$ cat src/hdl/memory_card_serial_responder_assert.svh
// Assertion helpers used by the card responder RTL.
`ifndef MEMORY_CARD_SERIAL_RESPONDER_ASSERT_SVH
`define MEMORY_CARD_SERIAL_RESPONDER_ASSERT_SVH

// Clocked check, masked while reset is held.
`define MCSR_ASSERT(lbl, prop, msg) \
	lbl: assert property (@(posedge clk) disable iff (!arst_n) prop) else $error(msg);

// Clocked check that also holds while reset is held.
`define MCSR_ASSERT_NR(lbl, prop, msg) \
	lbl: assert property (@(posedge clk) prop) else $error(msg);

`endif

$ cat src/hdl/mcsr_pkg.sv
`default_nettype none
package mcsr_pkg;

	localparam int SECT_ADDR_W  = 16;
	localparam int SECTOR_BYTES = 128;
	localparam int OFF_W        = 7;

	localparam logic [7:0] BYTE_SELECT = 8'h81;
	localparam logic [7:0] BYTE_READ   = 8'h52;
	localparam logic [7:0] BYTE_WRITE  = 8'h57;
	localparam logic [7:0] BYTE_ID1    = 8'h5A;
	localparam logic [7:0] BYTE_ID2    = 8'h5D;
	localparam logic [7:0] BYTE_ACK1   = 8'h5C;
	localparam logic [7:0] BYTE_ACK2   = 8'h5D;
	localparam logic [7:0] BYTE_END    = 8'h47;
	localparam logic [7:0] BYTE_IDLE   = 8'hFF;
	localparam logic [7:0] STATUS_INIT = 8'h08;

	localparam logic [7:0] STEP_IDLE     = 8'd0;
	localparam logic [7:0] STEP_CMD      = 8'd1;
	localparam logic [7:0] STEP_ID1      = 8'd2;
	localparam logic [7:0] STEP_ID2      = 8'd3;
	localparam logic [7:0] STEP_ADDR_HI  = 8'd4;
	localparam logic [7:0] STEP_ADDR_LO  = 8'd5;
	localparam logic [7:0] STEP_RD_ACK1  = 8'd6;
	localparam logic [7:0] STEP_RD_ACK2  = 8'd7;
	localparam logic [7:0] STEP_RD_AHI   = 8'd8;
	localparam logic [7:0] STEP_RD_ALO   = 8'd9;
	localparam logic [7:0] STEP_RD_FIRST = 8'd10;
	localparam logic [7:0] STEP_RD_LAST  = 8'd137;
	localparam logic [7:0] STEP_RD_CSUM  = 8'd138;
	localparam logic [7:0] STEP_RD_END   = 8'd139;
	localparam logic [7:0] STEP_WR_FIRST = 8'd6;
	localparam logic [7:0] STEP_WR_LAST  = 8'd133;
	localparam logic [7:0] STEP_WR_CSUM  = 8'd134;
	localparam logic [7:0] STEP_WR_ACK1  = 8'd135;
	localparam logic [7:0] STEP_WR_ACK2  = 8'd136;
	localparam logic [7:0] STEP_WR_END   = 8'd137;
	localparam logic [7:0] STEP_MAX      = 8'd255;

	typedef enum logic [1:0] {
		KIND_READ    = 2'd0,
		KIND_WRITE   = 2'd1,
		KIND_ID      = 2'd2,
		KIND_UNKNOWN = 2'd3
	} kind_t;

	typedef enum logic [1:0] {
		SRC_CONST = 2'd0,
		SRC_MEM   = 2'd1,
		SRC_CSUM  = 2'd2
	} src_t;

	typedef enum logic [1:0] {
		CSUM_HOLD    = 2'd0,
		CSUM_LOAD    = 2'd1,
		CSUM_XOR_TX  = 2'd2,
		CSUM_XOR_MEM = 2'd3
	} csum_op_t;

endpackage
`default_nettype wire

$ cat src/hdl/mcsr_sector_mod.sv
`default_nettype none
module mcsr_sector_mod #(
	parameter int SECTORS = 1024
) (
	input  logic                                 clk,
	input  logic                                 arst_n,
	input  logic                                 start,
	input  logic [mcsr_pkg::SECT_ADDR_W-1:0]     dividend,
	output logic                                 busy,
	output logic [$clog2(SECTORS)-1:0]           remainder
);
	import mcsr_pkg::*;

	localparam int SW = $clog2(SECTORS);
	localparam int QW = SECT_ADDR_W + 1;
	localparam int PW = SECT_ADDR_W + QW;
	localparam int SH = SECT_ADDR_W + SW;
	localparam longint RECIP_L =
		((longint'(1) << SH) + longint'(SECTORS) - longint'(1)) / longint'(SECTORS);
	localparam logic [QW-1:0]          RECIP   = QW'(RECIP_L);
	localparam logic [SECT_ADDR_W:0]   DIVISOR = (SECT_ADDR_W+1)'(SECTORS);

	logic                   busy_q;
	logic                   half_q;
	logic [SECT_ADDR_W-1:0] x_q;
	logic [SECT_ADDR_W-1:0] quo_q;
	logic [SW-1:0]          rem_q;
	logic [PW-1:0]          prod;
	logic [SECT_ADDR_W-1:0] quo_d;
	logic [SECT_ADDR_W-1:0] back;
	logic [SW-1:0]          rem_d;

	// reciprocal multiply: the quotient is registered while half_q is low, then the remainder while half_q is high
	always_comb begin
		prod  = PW'(x_q) * PW'(RECIP);
		quo_d = SECT_ADDR_W'(prod >> SH);
		back  = SECT_ADDR_W'(quo_q * DIVISOR);
		rem_d = SW'(x_q - back);
	end

	always_ff @(posedge clk or negedge arst_n) begin
		if (!arst_n) begin
			busy_q <= 1'b0;
			half_q <= 1'b0;
			x_q    <= '0;
			quo_q  <= '0;
			rem_q  <= '0;
		end else if (start) begin
			busy_q <= 1'b1;
			half_q <= 1'b0;
			x_q    <= dividend;
		end else if (busy_q) begin
			if (!half_q) begin
				quo_q  <= quo_d;
				half_q <= 1'b1;
			end else begin
				rem_q  <= rem_d;
				half_q <= 1'b0;
				busy_q <= 1'b0;
			end
		end
	end

	assign busy      = busy_q;
	assign remainder = rem_q;

endmodule
`default_nettype wire
$ cat config.mk
export PLATFORM = sky130hd
export DESIGN_NAME = mcsr_sector_mod
export DESIGN_NICKNAME = d
export VERILOG_FILES = /design/src/hdl/memory_card_serial_responder_assert.svh /design/src/hdl/mcsr_pkg.sv /design/src/hdl/mcsr_sector_mod.sv
export SDC_FILE = /design/constraint.sdc
export NUM_CORES = 1
export LEC_CHECK = 0
export ABC_AREA = 1
export BUFFER_PORTS_ARGS = -buffer_cell sky130_fd_sc_hd__buf_2
export CORE_ASPECT_RATIO = 0.9
export CORE_MARGIN = 2
export CORE_UTILIZATION = 50
export CTS_BUF_LIST = sky130_fd_sc_hd__clkbuf_8
export CTS_CLUSTER_SIZE = 20
export DETAILED_ROUTE_END_ITERATION = 7
export PLACE_DENSITY = 0.82
export SLEW_MARGIN = 10
export SYNTH_ARGS = -nofsm -noshare
export SYNTH_HDL_FRONTEND = slang
export SYNTH_SLANG_ARGS = --single-unit
$ cat constraint.sdc
create_clock -name clk -period 2.55 [get_ports clk]
set_input_delay 0.1275 -clock clk [delete_from_list [all_inputs] [get_ports clk]]
set_output_delay 0.1275 -clock clk [all_outputs]
set_load 0.01 [all_outputs]
Word-level counts from Yosys, hierarchy flattened
Index checks and enable logic that the tools add are counted.
- input port bits: 19
- output and inout port bits: 11
- flip-flop bits (word level): 22
- word-level logic and storage cells: 13
- bitwise operators: 1
- multiplexer cells: 5
- reduce and logical (&&, ||, !) cells: 2
- add/subtract/negate cells: 1
- operator list (kind ; count):
    10-bit by 1-bit subtractor with 10-bit output, second input constant ; 1
    1-bit two-way mux ; 5
    3-bit AND reduction ; 1
    2-bit nonzero test ; 1
    1-bit NOT ; 1

Logic depth before layout (Yosys ltp)
Gate-level depths: netlist of run 1.
- depth after elaboration: 3
- gate-level depth with buffers: 4
- gate-level depth less buffers: 4

Least setup slack after synthesis of run 1
Ideal clock, no wire load.
- path kind: reg-to-reg
- start point: reg busy_q, in the netlist busy
- end point: reg rem_q[0], in the netlist remainder[0]
- arrival: 0.778 ns
- path buffers: 0
- setup time: 0.117 ns
- data required time: 2.433 ns
- period minus slack after synthesis: 0.896 ns
- cell stages (with the launch flop): 4
- path slack: 1.654 ns
- path through: dfrtp_1 -> nand3_2 -> nand2_1 -> nand2_1
- cells in the longest elaborated chain, start to end: 1
- RTL lines (element ; RTL line ; source):
    from (decl) ; mcsr_sector_mod.sv:23 ; logic busy_q;
    from (signal assigned) ; mcsr_sector_mod.sv:43 ; busy_q <= 1'b0;
    from (signal assigned) ; mcsr_sector_mod.sv:49 ; busy_q <= 1'b1;
    from (signal assigned) ; mcsr_sector_mod.sv:59 ; busy_q <= 1'b0;
    3-bit AND reduction (no line) ; n/a ;
    to (signal assigned) ; mcsr_sector_mod.sv:57 ; rem_q <= rem_d;
    to (decl) ; mcsr_sector_mod.sv:27 ; logic [SW-1:0] rem_q;
No other way between the ends.
A chain may end at the register's enable or synchronous reset.

Worst setup path after layout of run 1
- start point: reg busy_q, in the netlist busy
- end point: out busy
- RTL lines (element ; RTL line ; source):
    to (decl) ; mcsr_sector_mod.sv:9 ; output logic busy,
No word-level cell between the ends.

==> results of run 1 <==
==> kinds of logic after synthesis <==
kind of cell,synth area share (%)
simple gates,31.43
flops,62.86
buf+inv,5.141
compound gates,0.5709
==> cell type report <==
type	count	area [sq um]	share of cell area, %
Clock buffer	4	55.05	5.251
Sequential cell	22	550.5	52.51
Timing Repair Buffer	24	125.1	11.93
Tap cell	24	30.03	2.864
Multi-Input combinational cell	66	280.3	26.73
Inverter	2	7.507	0.7160
==> power breakdown <==
group	switching, mW	internal (mW)	total, mW
registers	0.0431	0.413	0.456
clock network	0.106	0.137	0.243
logic	0.0920	0.0683	0.160
total	0.241	0.619	0.859
==> synthesized netlist by cell type <==
library cell,number
inv_1,1
nand2_1,52
dfrtp_1,22
o21ai_0,1
nand4_1,10
nor2_1,2
nand3_2,1
buf_6,2
buf_2,3
inv_2,1
==> path summary, 6_finish.rpt <==
path                                      to         start  slack (ns)  cells past startpoint
worst max-delay path                    busy          busy        1.32                      1
worst min-delay path                  x_q[2]   dividend[2]        0.06                      3
worst max register to register  remainder[3]          busy        1.36                      3
worst min register to register  remainder[0]  remainder[0]        0.47                      2
max in group asynchronous             half_q        arst_n        1.88                      2
min in group asynchronous             x_q[0]        arst_n        0.36                      2
==> metrics by stage <==
stage	utilization, %	area, sq um	hold slack, ns
after global routing	63.01	1049	0.05672
after global placement	59.10	983.4	0.09396
after floorplan	-	875.8	-0.1681
final	63.01	1049	0.06390
after CTS	63.01	1049	0.06031
after detailed placement	59.10	983.4	0.1021
==> registers in the layout, indices dropped and copies added, names as in the netlist <==
signal,flops
remainder,10
x_q,10
busy,1
half_q,1
==> layer usage <==
| layer | vias to the layer above | track usage [%] | wire (um) |
|---|---|---|---|
| met5 | - | 0 | 0 |
| met4 | 0 | 12.97 | 44 |
| met3 | 4 | 2.500 | 64 |
| met2 | 18 | 22.40 | 635 |
| met1 | 295 | 24.38 | 739 |
| li1 | 347 | - | - |
==> metrics.md, run 1 <==
| Metric | Value |
|---|---|
| Post_cts resized | 0 |
| Total track usage | 16.89% |
| Final setup margin | 1.322 ns |
| Drt total wl | 1.483 mm |
| NumNets Final | 138 |
| Initial DRC count | 16 |
| I/O Pins | 30 |
| CP Buf/Inv Count | 1 |
| ANT cells | 0 |
| Worst VDD drop | 0.3843 mV |
| Synth Register Bits | 22 |
| Die height | 43.71 um |
| Post-layout min period | 1.228 ns |
| IO buf count | 23 |
| H-Tree Depth | 1 |
| Largest area contributor in the netlist | dfrtp_1 |
| Synth area leaders | dfrtp_1 63%, nand2_1 22%, nand4_1 7.1%, buf_6 2.6%, buf_2 1.7% |
| Largest net degree at the start of global routing | 24 |
| Cell family with most CP delay | flip-flops |
| Critical path endpoint category | output pin |
| DRT antenna net count | 0 |
| Clock skew | 0.001542 ns |
| Crit path max-delay cell type | dfrtp_1 |
| Vias in the first global route | 529 |
| Outcome | completed |
| Tightest Pin Transition | 0.4612 ns |
| Pre-Repair DR Iteration Count | 4 |
| Remaining global-route overflow | 0 |
| Placed cells | 137 |
| Syn avg cell area | 9.219 sq um |
| Crit path largest cell delay | 0.62 ns |
| Syn_nets | 114 |
| Synth Warn # | 0 |
| Clock Sinks | 22 |
| Drt drc | 0 |
| Layout cell share with drive strength beyond 1 | 24.58% |
| Die ar. | 2103 sq um |
| Clock Path Buffers | 2 |
| Die W | 48.12 um |
| Final GP Congestion | 0.7208 |
| Clk pin slew, worst setup/hold paths | 0.07 ns |
| Endpoints failing setup | 0 |
| FMAX | 0.8143 GHz |
| Vias | 664 |
| RSZ-0062 raised after global routing | false |
| Wire length per cell | 10.44 um |
| CTS tree | done |
| Final non-filler cell total | 142 |
| Cells after Synth | 95 |
| Most frequent cells in the layout | 52 x nand2_1, 23 x buf_2, 22 x dfrtp_1 |
| Max Cap Viol | 0 |
| Post-CTS Hold Fix Bufs | 1 |
| Crit Path Category | flip-flop to output pin |
| Synthesis-to-finish area growth | 19.71% |
| Final setup TNS | 0 ns |
| Inserted Clock Buffers | 3 |
| Post-synth top area share | 62.86% |
| Clk root buf | clkbuf_8 |
| First-pass GRT wire length | 2.380 mm |
| Critical path, cell by cell | buf_2 |
| Final hold vios | 0 |
| Commonest non-fill, non-tap cell in the layout | nand2_1 |
| Pre-CTS setup slack | 1.374 ns |
| Tot Pwr | 859.4 uW |
| Fillers | 151 |
| FP Rows | 14 |
| Final period util | 48.16% |
| Rel. slew slack | 69.25% |
| Pwr Density | 819.6 nW/um^2 |
| Setup bufs post-CTS | 0 |
| Sequential area share after synthesis | 62.86% |
| WP data arrival | 1.10 ns |
| Initial antenna violation count | 0 |
| Fin. max-slew vios | 0 |
| CP Max Fanout | 15 |
| Cell area after synthesis | 875.8 sq um |
| Post-DP HPWL | 1.021 mm |
| Count of different cell masters after synthesis | 10 |
| Crit path launch type | flip-flop |
| WP data required | 2.42 ns |
| Leak | 0.5961 nW |
| Clock latency on the worst-skew pair | 0.26 ns |
| Initial Util | 52.63% |
| Worst min path class | input pin to flip-flop |
| Vias per cell | 4.676 |
| Core area | 1664 sq um |
(Power assumes the default switching activity.)
==> run 2: changes to the inputs <==
--- a/config.mk
+++ b/config.mk
@@ -9,11 +9,11 @@
 export BUFFER_PORTS_ARGS = -buffer_cell sky130_fd_sc_hd__buf_2
 export CORE_ASPECT_RATIO = 0.9
 export CORE_MARGIN = 2
-export CORE_UTILIZATION = 50
+export CORE_UTILIZATION = 45
 export CTS_BUF_LIST = sky130_fd_sc_hd__clkbuf_8
 export CTS_CLUSTER_SIZE = 20
 export DETAILED_ROUTE_END_ITERATION = 7
-export PLACE_DENSITY = 0.82
+export PLACE_DENSITY = 0.78
 export SLEW_MARGIN = 10
 export SYNTH_ARGS = -nofsm -noshare
 export SYNTH_HDL_FRONTEND = slang
==> constraint.sdc (replaced) <==
create_clock -name clk -period 1 [get_ports clk]
set_input_delay 0.05 -clock clk [delete_from_list [all_inputs] [get_ports clk]]
set_output_delay 0.05 -clock clk [all_outputs]
set_load 0.01 [all_outputs]
==> metrics.md, run 2 (synthesis gave the netlist of run 1 again) <==
| Metric | Value |
|---|---|
| Outcome | completed |
| CTS tree | done |
| Clk pin slew, worst setup/hold paths | 0.07 ns (about the same) |
| Post-layout min period | 0.9516 ns |
| Worst min path class | input pin to flip-flop |
| Final hold vios | 0 (unchanged) |
| Worst VDD drop | 0.8352 mV (+120%) |
| Remaining global-route overflow | 0 (unchanged) |
| Clock skew | 0.005163 ns (+0.003620 ns) |
| Die height | 45.86 um (+4.9%) |
| Die ar. | 2316 sq um (+10%) |
| ANT cells | 0 (unchanged) |
| Pre-Repair DR Iteration Count | 4 (unchanged) |
| Crit Path Category | flip-flop to output pin |
| Endpoints failing setup | 0 (unchanged) |
| Cell depth of the worst hold path | 3 (unchanged) |
| Max Cap Viol | 0 (unchanged) |
| Largest net degree at the start of global routing | 23 (-4.2%) |
| DRT antenna net count | 0 (unchanged) |
| Worst reg2reg path depth | 4 (+1) |
| Inserted Clock Buffers | 3 (unchanged) |
| Placed cells | 142 (+3.6%) |
| FMAX | 1.051 GHz |
| Critical Path Start | busy |
| WP data arrival | 0.90 ns (-0.20 ns) |
| FP Rows | 15 (+1) |
| Rel. slew slack | 68.93% (-0.32 points) |
| Total track usage | 16.91% (+0.018 points) |
| I/O Pins | 30 (unchanged) |
| Clock Sinks | 22 (unchanged) |
| IO buf count | 23 (unchanged) |
| H-Tree Depth | 1 (unchanged) |
| Setup crit end | busy |
| Tightest Pin Transition | 0.4660 ns (+0.004809 ns) |
| Post-DP HPWL | 1.140 mm (+12%) |
| Critical path endpoint category | output pin |
| Final period util | 95.16% |
| Tot Pwr | 2.196 mW (+160%) |
| Critical R2R Capture | remainder[3] |
| Final GP Congestion | 0.7064 (-2.0%) |
| Vias | 711 (+7.1%) |
| Reg-to-reg slack, setup | 0.06 ns (-1.30 ns) |
| First-pass GRT wire length | 2.808 mm (+18%) |
| Synthesis-to-finish area growth | 36.00% |
| Clock Path Buffers | 2 (unchanged) |
| Drt total wl | 1.725 mm (+16%) |
| CP Max Fanout | 5 (-10) |
| Wire length per cell | 11.06 um (+5.9%) |
| Initial Util | 46.67% (-6.0 points) |
| Pwr Density | 1844 nW/um^2 (+120%) |
| RSZ-0062 raised after global routing | false |
| Die W | 50.51 um (+5.0%) |
| Fin. max-slew vios | 0 (unchanged) |
| Leak | 0.6610 nW (+11%) |
| Initial antenna violation count | 0 (unchanged) |
| Core area | 1877 sq um (+13%) |
| Final non-filler cell total | 156 (+9.9%) |
| Commonest non-fill, non-tap cell in the layout | nand2_1 |
| Most frequent cells in the layout | 52 x nand2_1, 22 x dfrtp_1, 22 x buf_2 |
| Layout cell share with drive strength beyond 1 | 25.95% (+1.4 points) |
| Final setup TNS | 0 ns (unchanged) |
| Crit path launch type | flip-flop |
| Vias in the first global route | 666 (+26%) |
| Clock latency on the worst-skew pair | 0.26 ns (about the same) |
| Vias per cell | 4.558 (-2.5%) |
| NumNets Final | 152 (+10%) |
| Initial DRC count | 10 (-6) |
| Drt drc | 0 (unchanged) |
| Crit Reg-Reg Startpoint | busy |
| Clk root buf | clkbuf_8 |
| Hold path startpoint | dividend[8] |
| WP data required | 0.95 ns (-1.47 ns) |
## run 2: changes by cell type in the layout (fill, tap and decap cells not counted), sizes merged
cell,previous run,this run
buf,23,29
clkbuf,4,3
dlygate4sd3,1,9
## run 2: how the worst min path moves through the flow
stage	endpoint
6_report	x_q[8]
5_1_grt	x_q[8]
4_1_cts	x_q[2]
3_5_place_dp	remainder[3]
3_3_place_gp	remainder[9]
2_1_floorplan	busy
## run 2: area by class of cell
type | instances | area (sq um)
fill | 162 | 685.7
sequential | 22 | 550.5
multi-input combinational | 66 | 287.8
timing repair buffer | 38 | 272.8
clock buffer | 3 | 41.29
tap | 25 | 31.28
inverter | 2 | 7.507
## run 2: metrics by stage
stage	hold slack (ns)	util, %	cell area (sq um)	worst slack, ns
finish	0.008059	63.47	1191	0.04843
global route	0.02220	63.47	1191	0.01254
CTS	0.001567	61.67	1157	0.003493
detailed placement	0.03126	54.07	1015	0.1490
global placement	0.02439	54.07	1015	0.1794
floorplan	-0.2456	-	875.8	0.1042
## run 2: timing repair
item / CTS / global route
setup endpoints to repair: 1 / 9
endpoints found under the hold margin: 30 / 0
hold buffers: 9 / 0
resized for setup: 1 / 2
setup buffers: 1 / 1
## run 2: worst max-delay path: stages, from the launching register on
cell and delay [ns]:
dfrtp_1 0.40, buf_6 0.14, buf_6 0.11
## run 2: power breakdown
| part | internal [mW] | switching [mW] | total, mW |
|---|---|---|---|
| Combinational | 0.243 | 0.286 | 0.528 |
| Sequential | 1.05 | 0.0858 | 1.14 |
| Clock | 0.268 | 0.260 | 0.528 |
| Total | 1.56 | 0.631 | 2.20 |
## run 2: layer usage
metal | up-vias | global-route usage (%) | part of all wire [%]
li1 | 374 | - | -
met3 | 4 | 1.974 | 3.9
met5 | - | 0 | 0
met2 | 19 | 27.89 | 46
met4 | 0 | 11.35 | 2.1
met1 | 314 | 21.35 | 48
